**src/design/euclidean_distance_stream_assert.svh**
```systemverilog
// Assertion macros for the euclidean distance stream block.
`ifndef EUCLIDEAN_DISTANCE_STREAM_ASSERT_SVH
`define EUCLIDEAN_DISTANCE_STREAM_ASSERT_SVH

`ifndef SYNTHESIS
// Same-cycle implication, sampled on clk, off while in reset
`define EDS_ASSERT_IMPL(label, ante, cons) \
    label: assert property (@(posedge clk) disable iff (!rst_n) (ante) |-> (cons)) \
        else $error("euclidean_distance_stream: check failed");
// Next-cycle implication, sampled on clk, off while in reset
`define EDS_ASSERT_NEXT(label, ante, cons) \
    label: assert property (@(posedge clk) disable iff (!rst_n) (ante) |=> (cons)) \
        else $error("euclidean_distance_stream: check failed");
`else
`define EDS_ASSERT_IMPL(label, ante, cons)
`define EDS_ASSERT_NEXT(label, ante, cons)
`endif

`endif

```
**src/design/eds_pkg.sv**
```systemverilog
// Shared types and constants for the euclidean distance stream block.
`default_nettype none

package eds_pkg;

    // Width and ceiling of the distance result field
    localparam int          DIST_W   = 24;
    localparam logic [23:0] DIST_MAX = 24'hFF_FFFF;

    // Control tag that travels with each root computation down the cell row
    typedef struct packed {
        logic valid;
        logic ovf;
    } eds_tag_t;

endpackage

`default_nettype wire

```
**src/design/euclidean_distance_stream.sv**
```systemverilog
// Top level: squared-difference accumulator feeding a row of square root cells.
// Pipeline: after the last pair is accepted, a result passes the difference, square
//   and accumulate registers, then one cell per root bit.
// Throughput: one pair per cycle while no result is stalled; the root of one vector runs
//   in the cell row while the next vector accumulates. A stalled result holds every stage.
// Reset: rst_n clears all valid flags, the running sum and the overflow flag.
`default_nettype none
`include "euclidean_distance_stream_assert.svh"

module euclidean_distance_stream
    import eds_pkg::*;
#(
    parameter int ELEM_WIDTH = 16,
    parameter int SUM_WIDTH  = 48
)
(
    input  wire logic                                  clk,
    input  wire logic                                  rst_n,
    input  wire logic                                  s_tvalid,
    output logic                                       s_tready,
    // elem_a, elem_b, zero fill to whole bytes
    input  wire logic [((2*ELEM_WIDTH+7)/8)*8-1:0]     s_tdata,
    input  wire logic                                  s_tlast,
    output logic                                       m_tvalid,
    input  wire logic                                  m_tready,
    // distance
    output logic [DIST_W-1:0]                          m_tdata,
    // sum_overflow
    output logic [0:0]                                 m_tuser
);

    localparam int EW     = ELEM_WIDTH;
    localparam int SQ_W   = 2 * EW;
    localparam int ACC_W  = ((SQ_W > SUM_WIDTH) ? SQ_W : SUM_WIDTH) + 1;
    localparam int ROOT_W = (SUM_WIDTH + 1) / 2;
    localparam int X_W    = 2 * ROOT_W;
    localparam int QX_W   = ROOT_W + DIST_W;
    localparam logic [SUM_WIDTH-1:0] SUM_ALL = {SUM_WIDTH{1'b1}};
    localparam logic [ACC_W-1:0]     SUM_MAX = ACC_W'(SUM_ALL);

    logic advance;
    logic in_accept;

    // Difference stage
    logic [EW-1:0] elem_a;
    logic [EW-1:0] elem_b;
    logic [EW:0]   diff;
    logic [EW:0]   diff_neg;
    logic [EW:0]   mag_full;
    logic          a_valid_reg;
    logic          a_last_reg;
    logic [EW-1:0] a_mag_reg;

    // Square stage
    logic [SQ_W-1:0] sq_next;
    logic            b_valid_reg;
    logic            b_last_reg;
    logic [SQ_W-1:0] b_sq_reg;

    // Accumulate stage
    logic [ACC_W-1:0]     sum_ext;
    logic                 sat;
    logic [SUM_WIDTH-1:0] sum_next;
    logic                 ovf_next;
    logic [SUM_WIDTH-1:0] sum_reg;
    logic                 ovf_reg;
    eds_tag_t             h_tag_reg;
    logic [SUM_WIDTH-1:0] h_sum_reg;

    // Cell row
    eds_tag_t          tag_chain [ROOT_W+1];
    logic [X_W-1:0]    x_chain   [ROOT_W];
    logic [ROOT_W:0]   rem_chain [ROOT_W];
    logic [ROOT_W-1:0] q_chain   [ROOT_W+1];

    // Output saturation
    logic [QX_W-1:0] q_wide;

    // Whole pipe moves unless a finished result is held up
    assign advance   = !tag_chain[ROOT_W].valid || m_tready;
    assign s_tready  = advance;
    assign in_accept = s_tvalid && advance;

    // Magnitude of the difference; fits EW bits
    assign elem_a   = s_tdata[EW-1:0];
    assign elem_b   = s_tdata[2*EW-1:EW];
    assign diff     = {elem_a[EW-1], elem_a} - {elem_b[EW-1], elem_b};
    assign diff_neg = ~diff + 1'b1;
    assign mag_full = diff[EW] ? diff_neg : diff;

    always_ff @(posedge clk or negedge rst_n)
    begin
        if (!rst_n)
        begin
            a_valid_reg <= 1'b0;
            b_valid_reg <= 1'b0;
        end
        else if (advance)
        begin
            a_valid_reg <= s_tvalid;
            b_valid_reg <= a_valid_reg;
        end
    end

    always_ff @(posedge clk)
    begin
        if (advance)
        begin
            a_last_reg <= s_tlast;
            a_mag_reg  <= mag_full[EW-1:0];
            b_last_reg <= a_last_reg;
            b_sq_reg   <= sq_next;
        end
    end

    assign sq_next = SQ_W'(a_mag_reg) * SQ_W'(a_mag_reg);

    // Saturating add into the running sum
    assign sum_ext  = ACC_W'(sum_reg) + ACC_W'(b_sq_reg);
    assign sat      = (sum_ext > SUM_MAX);
    assign sum_next = sat ? SUM_ALL : sum_ext[SUM_WIDTH-1:0];
    assign ovf_next = ovf_reg || sat;

    always_ff @(posedge clk or negedge rst_n)
    begin
        if (!rst_n)
        begin
            sum_reg   <= '0;
            ovf_reg   <= 1'b0;
            h_tag_reg <= '0;
        end
        else if (advance)
        begin
            h_tag_reg.valid <= b_valid_reg && b_last_reg;
            h_tag_reg.ovf   <= ovf_next;
            if (b_valid_reg)
            begin
                if (b_last_reg)
                begin
                    sum_reg <= '0;
                    ovf_reg <= 1'b0;
                end
                else
                begin
                    sum_reg <= sum_next;
                    ovf_reg <= ovf_next;
                end
            end
        end
    end

    always_ff @(posedge clk)
    begin
        if (advance)
        begin
            h_sum_reg <= sum_next;
        end
    end

    // Row of root cells, one root bit each, top bit first
    assign tag_chain[0] = h_tag_reg;
    assign x_chain[0]   = X_W'(h_sum_reg);
    assign rem_chain[0] = '0;
    assign q_chain[0]   = '0;

    for (genvar i = 0; i < ROOT_W; i++)
    begin : g_cell
        if (i < ROOT_W - 1)
        begin : g_mid
            eds_sqrt_cell #(
                .ROOT_W (ROOT_W)
            ) u_cell (
                .clk     (clk),
                .rst_n   (rst_n),
                .en      (advance),
                .tag_in  (tag_chain[i]),
                .x_in    (x_chain[i]),
                .rem_in  (rem_chain[i]),
                .q_in    (q_chain[i]),
                .tag_out (tag_chain[i+1]),
                .x_out   (x_chain[i+1]),
                .rem_out (rem_chain[i+1]),
                .q_out   (q_chain[i+1])
            );
        end
        else
        begin : g_end
            eds_sqrt_cell #(
                .ROOT_W (ROOT_W)
            ) u_cell (
                .clk     (clk),
                .rst_n   (rst_n),
                .en      (advance),
                .tag_in  (tag_chain[i]),
                .x_in    (x_chain[i]),
                .rem_in  (rem_chain[i]),
                .q_in    (q_chain[i]),
                .tag_out (tag_chain[i+1]),
                .x_out   (),
                .rem_out (),
                .q_out   (q_chain[i+1])
            );
        end
    end

    // Result transaction, distance clipped to its field
    assign q_wide   = QX_W'(q_chain[ROOT_W]);
    assign m_tvalid = tag_chain[ROOT_W].valid;
    assign m_tdata  = (q_wide > QX_W'(DIST_MAX)) ? DIST_MAX : q_wide[DIST_W-1:0];
    assign m_tuser  = tag_chain[ROOT_W].ovf;

    // Checks
    `EDS_ASSERT_NEXT(a_sum_clear, b_valid_reg && b_last_reg && advance, sum_reg == '0 && !ovf_reg)
    `EDS_ASSERT_IMPL(a_ovf_sum_max, ovf_reg, sum_reg == SUM_ALL)
    `EDS_ASSERT_IMPL(a_ovf_dist, m_tvalid && m_tuser[0], m_tdata != '0)
    `EDS_ASSERT_NEXT(a_hold_handoff, !advance && h_tag_reg.valid, h_tag_reg.valid)

endmodule

`default_nettype wire

```
**src/design/eds_sqrt_cell.sv**
```systemverilog
// One digit step of the restoring integer square root, registered.
`default_nettype none

module eds_sqrt_cell
    import eds_pkg::*;
#(
    parameter int ROOT_W = 24
)
(
    input  wire logic                  clk,
    input  wire logic                  rst_n,
    input  wire logic                  en,
    input  wire eds_tag_t              tag_in,
    input  wire logic [2*ROOT_W-1:0]   x_in,
    input  wire logic [ROOT_W:0]       rem_in,
    input  wire logic [ROOT_W-1:0]     q_in,
    output eds_tag_t                   tag_out,
    output logic [2*ROOT_W-1:0]        x_out,
    output logic [ROOT_W:0]            rem_out,
    output logic [ROOT_W-1:0]          q_out
);

    localparam int X_W   = 2 * ROOT_W;
    localparam int REM_W = ROOT_W + 1;
    localparam int TRY_W = ROOT_W + 3;

    logic [TRY_W-1:0]  rem_try;
    logic [TRY_W-1:0]  trial;
    logic [TRY_W-1:0]  rem_sub;
    logic              take;
    logic [REM_W-1:0]  rem_next;
    logic [X_W-1:0]    x_next;
    logic [ROOT_W-1:0] q_next;

    eds_tag_t          tag_reg;
    logic [X_W-1:0]    x_reg;
    logic [REM_W-1:0]  rem_reg;
    logic [ROOT_W-1:0] q_reg;

    // Bring down the next two radicand bits and try (4q + 1)
    assign rem_try  = {rem_in, x_in[X_W-1 -: 2]};
    assign trial    = {1'b0, q_in, 2'b01};
    assign take     = (rem_try >= trial);
    assign rem_sub  = rem_try - trial;
    assign rem_next = take ? rem_sub[REM_W-1:0] : rem_try[REM_W-1:0];
    assign x_next   = {x_in[X_W-3:0], 2'b00};
    assign q_next   = {q_in[ROOT_W-2:0], take};

    // Control tag
    always_ff @(posedge clk or negedge rst_n)
    begin
        if (!rst_n)
        begin
            tag_reg <= '0;
        end
        else if (en)
        begin
            tag_reg <= tag_in;
        end
    end

    // Payload
    always_ff @(posedge clk)
    begin
        if (en)
        begin
            x_reg   <= x_next;
            rem_reg <= rem_next;
            q_reg   <= q_next;
        end
    end

    assign tag_out = tag_reg;
    assign x_out   = x_reg;
    assign rem_out = rem_reg;
    assign q_out   = q_reg;

endmodule

`default_nettype wire

```
**config.mk**
```make
export PLATFORM = sky130hd
export DESIGN_NAME = euclidean_distance_stream
export DESIGN_NICKNAME = d
export VERILOG_FILES = /design/src/design/eds_pkg.sv /design/src/design/euclidean_distance_stream.sv /design/src/design/eds_sqrt_cell.sv
export VERILOG_INCLUDE_DIRS = /design/src /design/src/design
export SDC_FILE = /design/constraint.sdc
export NUM_CORES = 2
export LEC_CHECK = 0
export ABC_AREA = 1
export BUFFER_PORTS_ARGS = -buffer_cell sky130_fd_sc_hd__buf_4
export CORE_ASPECT_RATIO = 0.7
export CORE_MARGIN = 4
export CORE_UTILIZATION = 62
export DETAILED_ROUTE_END_ITERATION = 8
export PLACE_DENSITY_LB_ADDON = 0.3
export REMOVE_ABC_BUFFERS = 1
export SLEW_MARGIN = 20
export SYNTH_ARGS = -nofsm -noshare
export SYNTH_HDL_FRONTEND = slang
export SYNTH_SLANG_ARGS = --single-unit
```
**constraint.sdc**
```tcl
create_clock -name clk -period 100.7 [get_ports clk]
set_clock_uncertainty 0.1 [all_clocks]
set_input_delay 5.035 -clock clk [delete_from_list [all_inputs] [get_ports clk]]
set_output_delay 5.035 -clock clk [all_outputs]
set_load 0.1 [all_outputs]
```
==> impl_results.md <==
* Max Cap Viol at 0
* Largest net degree at the start of global routing at 204
* First-pass GRT wire length at 329.2 mm
* Critical Path Start: m_tready
* Yosys top cell by area: edfxtp_1
* Final Hold Viols at 0
* Post-Syn Area at 88960 um^2
* Initial antenna violation count at 4
* Htree depth at 4
* GPL Wtd Cong at 0.9877
* Worst path top cell family by delay: buffers and inverters
* CTS tree: done
* CTS resizes at 0
* Async S/R FF share, synth at 6.340%
* EDFF count, synth at 1492
* Clk sinks at 1593
* Min-Delay Startpoint: g_cell[4].g_mid.u_cell.x_out[43]
* Postcts setup bufs at 0
* Top post-synthesis cells by area: edfxtp_1, nand2_1, ha_1, inv_1, fa_1
* Post-layout util at 67.90%
* Tmin final at 11.57 ns
* Dpl ws at 89.05 ns
* Cell mode on critical path: buf_4
* Worst Path Max Fanout at 127
* Number of global-route vias before repair at 59125
* Layout cells sized above 1 at 5.548%
* Root buf cell: clkbuf_16
* IO Port Bufs at 63
* Post-synthesis sequential area ratio at 53.20%
* Initial drt markers at 6779
* I/O pin cnt at 64
* Detail Route Antenna Nets at 0
* CP max stage cell: inv_8
* Fmax at 86.43 MHz
* CP endpoint kind: output pin
* Max FFs per register at 552
* Syn Inst Count at 9094
* Die height at 324.9 um
* Avg Inst Size Synth at 9.782 um^2
* Core Footprint at 141400 um^2
* Crit path DAT at 6.44 ns
* Final Slew Violations at 0
* Num CTS Buffers at 149
* DP HPWL at 159.7 mm
* Worst-path cell chain: buf_4, nor2_4, buf_4, inv_8, buf_4
* Finish-stage setup viols at 0
* Final worst setup slack at 89.13 ns
* Total number of vias at 62856
* Die extent in x at 460.7 um
* Drt total wl at 209.9 mm
* Clock Latency Late Sink at 0.82 ns
* CP max stage delay at 0.53 ns
* Clock transition at path regs at 0.07 ns
* Worst hold path class: flop to flop
* Reg-to-Reg Start: a_mag_reg[5]
* Setup CP Type: primary input to output pin
* Drt wl/cell at 18.79 um
* Post-synthesis cell type count at 71
* Fin crit share at 11.49%
* Clock tree buffer depth at 3
* Antenna diode count at 0
* Status: finished clean
* Residual DRC count at 0
* Crit start category: primary input
* Primary FF master, synth: edfxtp_1
* RSZ-0062 raised after global routing: no
* Synth cell count leaders: nand2_1, edfxtp_1, inv_1, nor2_1, a21oi_1
* Most common cell in the netlist: nand2_1
* Final net count at 9855
* Vias per inst at 5.626
* Slew headroom at 26.41%
* 1st-pass router iterations at 6
* Post-route setup TNS at 0 ns
* Standard-cell rows at 115
* Top-area cell type share of the netlist area at 50.36%
* Synthesis-to-finish area growth at 7.961%
* Initial core utilization at 62.89%
* Hold-fix buffers, CTS at 0
* Worst-Margin Slew at 1.104 ns
* CP required at 95.57 ns
* GRT Overall Usage at 27.92%
* Gr ovfl total at 0
* CP Buf/Inv Count at 4
* #FFs+latches synth at 1593
* Yosys warning count at 0
* Die Area at 149700 um^2
## stage by stage
step	instance area (um^2)	hold slack (ns)	std cells
global placement	91170	0.3001	10902
finish	96040	0.2876	11173
detailed placement	91170	0.3045	10902
global route	96040	0.3034	11173
floorplan	88120	0.3003	8942
CTS	96040	0.2821	11173
## area by class of cell
cell class / count / area [um^2]
sequential: 1593 / 47330
fill: 10808 / 45400
multi-input combinational: 5902 / 35370
inverter: 1447 / 5441
clock buffer: 184 / 3941
tap: 1872 / 2342
clock inverter: 87 / 932.1
timing repair buffer: 88 / 685.7
## layout by cell type (no fill, tap or decap), drive strengths merged, types with 3 or more instances in the layout
cell type / instances
a21boi: 11
o21bai: 47
nor4: 37
nand3b: 27
clkinvlp: 10
dfrtp: 101
o21ai: 498
buf: 88
o21a: 17
a221oi: 4
o41ai: 3
fa: 165
inv: 1459
nand3: 357
a31oi: 16
clkbuf: 184
o31ai: 3
or2: 72
bufinv: 8
nand4: 120
a31o: 3
nand2: 1914
o211ai: 27
ha: 472
nor3: 127
edfxtp: 1492
and3: 4
and2: 6
a21o: 52
o211a: 3
nor2: 853
clkinv: 57
a211oi: 9
o221ai: 3
a21oi: 571
xnor2: 192
o2111ai: 18
xor2: 256
## layer usage
layer	GRT usage (%)	routed length (um)	vias to the layer above
li1	-	-	30469
met1	44.94	100300	29727
met2	39.59	87630	2394
met3	4.809	18220	264
met4	6.295	3726	2
met5	0	20	-
## kinds of logic (layout without fill, tap and decap cells)
kind of cell               after synthesis  count (layout)  share of synthesized area, %
adders and majority gates              637             637                         10.35
DFF                                   1593            1593                         53.20
xor gates and xnor gates               448             448                         4.411
buffers and inverters                 1599            1806                         7.049
AOI/OAI and AO/OA                     1290            1290                         8.137
and+or+nand+nor                       3525            3525                         16.83
other                                    1               1                      0.004215
muxes                                    1               1                       0.01266
## worst paths after layout
check	slack (ns)	to	cells after the start
min in group asynchronous	4.13	g_cell[0].g_mid.u_cell.tag_out[1]	1
max in group asynchronous	95.14	sum_reg[10]	2
worst min-delay path	0.29	g_cell[5].g_mid.u_cell.x_out[45]	0
worst max-delay path	89.13	s_tready	5
worst max register to register	93.72	b_sq_reg[26]	21
worst min register to register	0.29	g_cell[5].g_mid.u_cell.x_out[45]	0
Power is not shown: default switching activity piles up to over one toggle a cycle in this logic, so the estimate is an artifact.
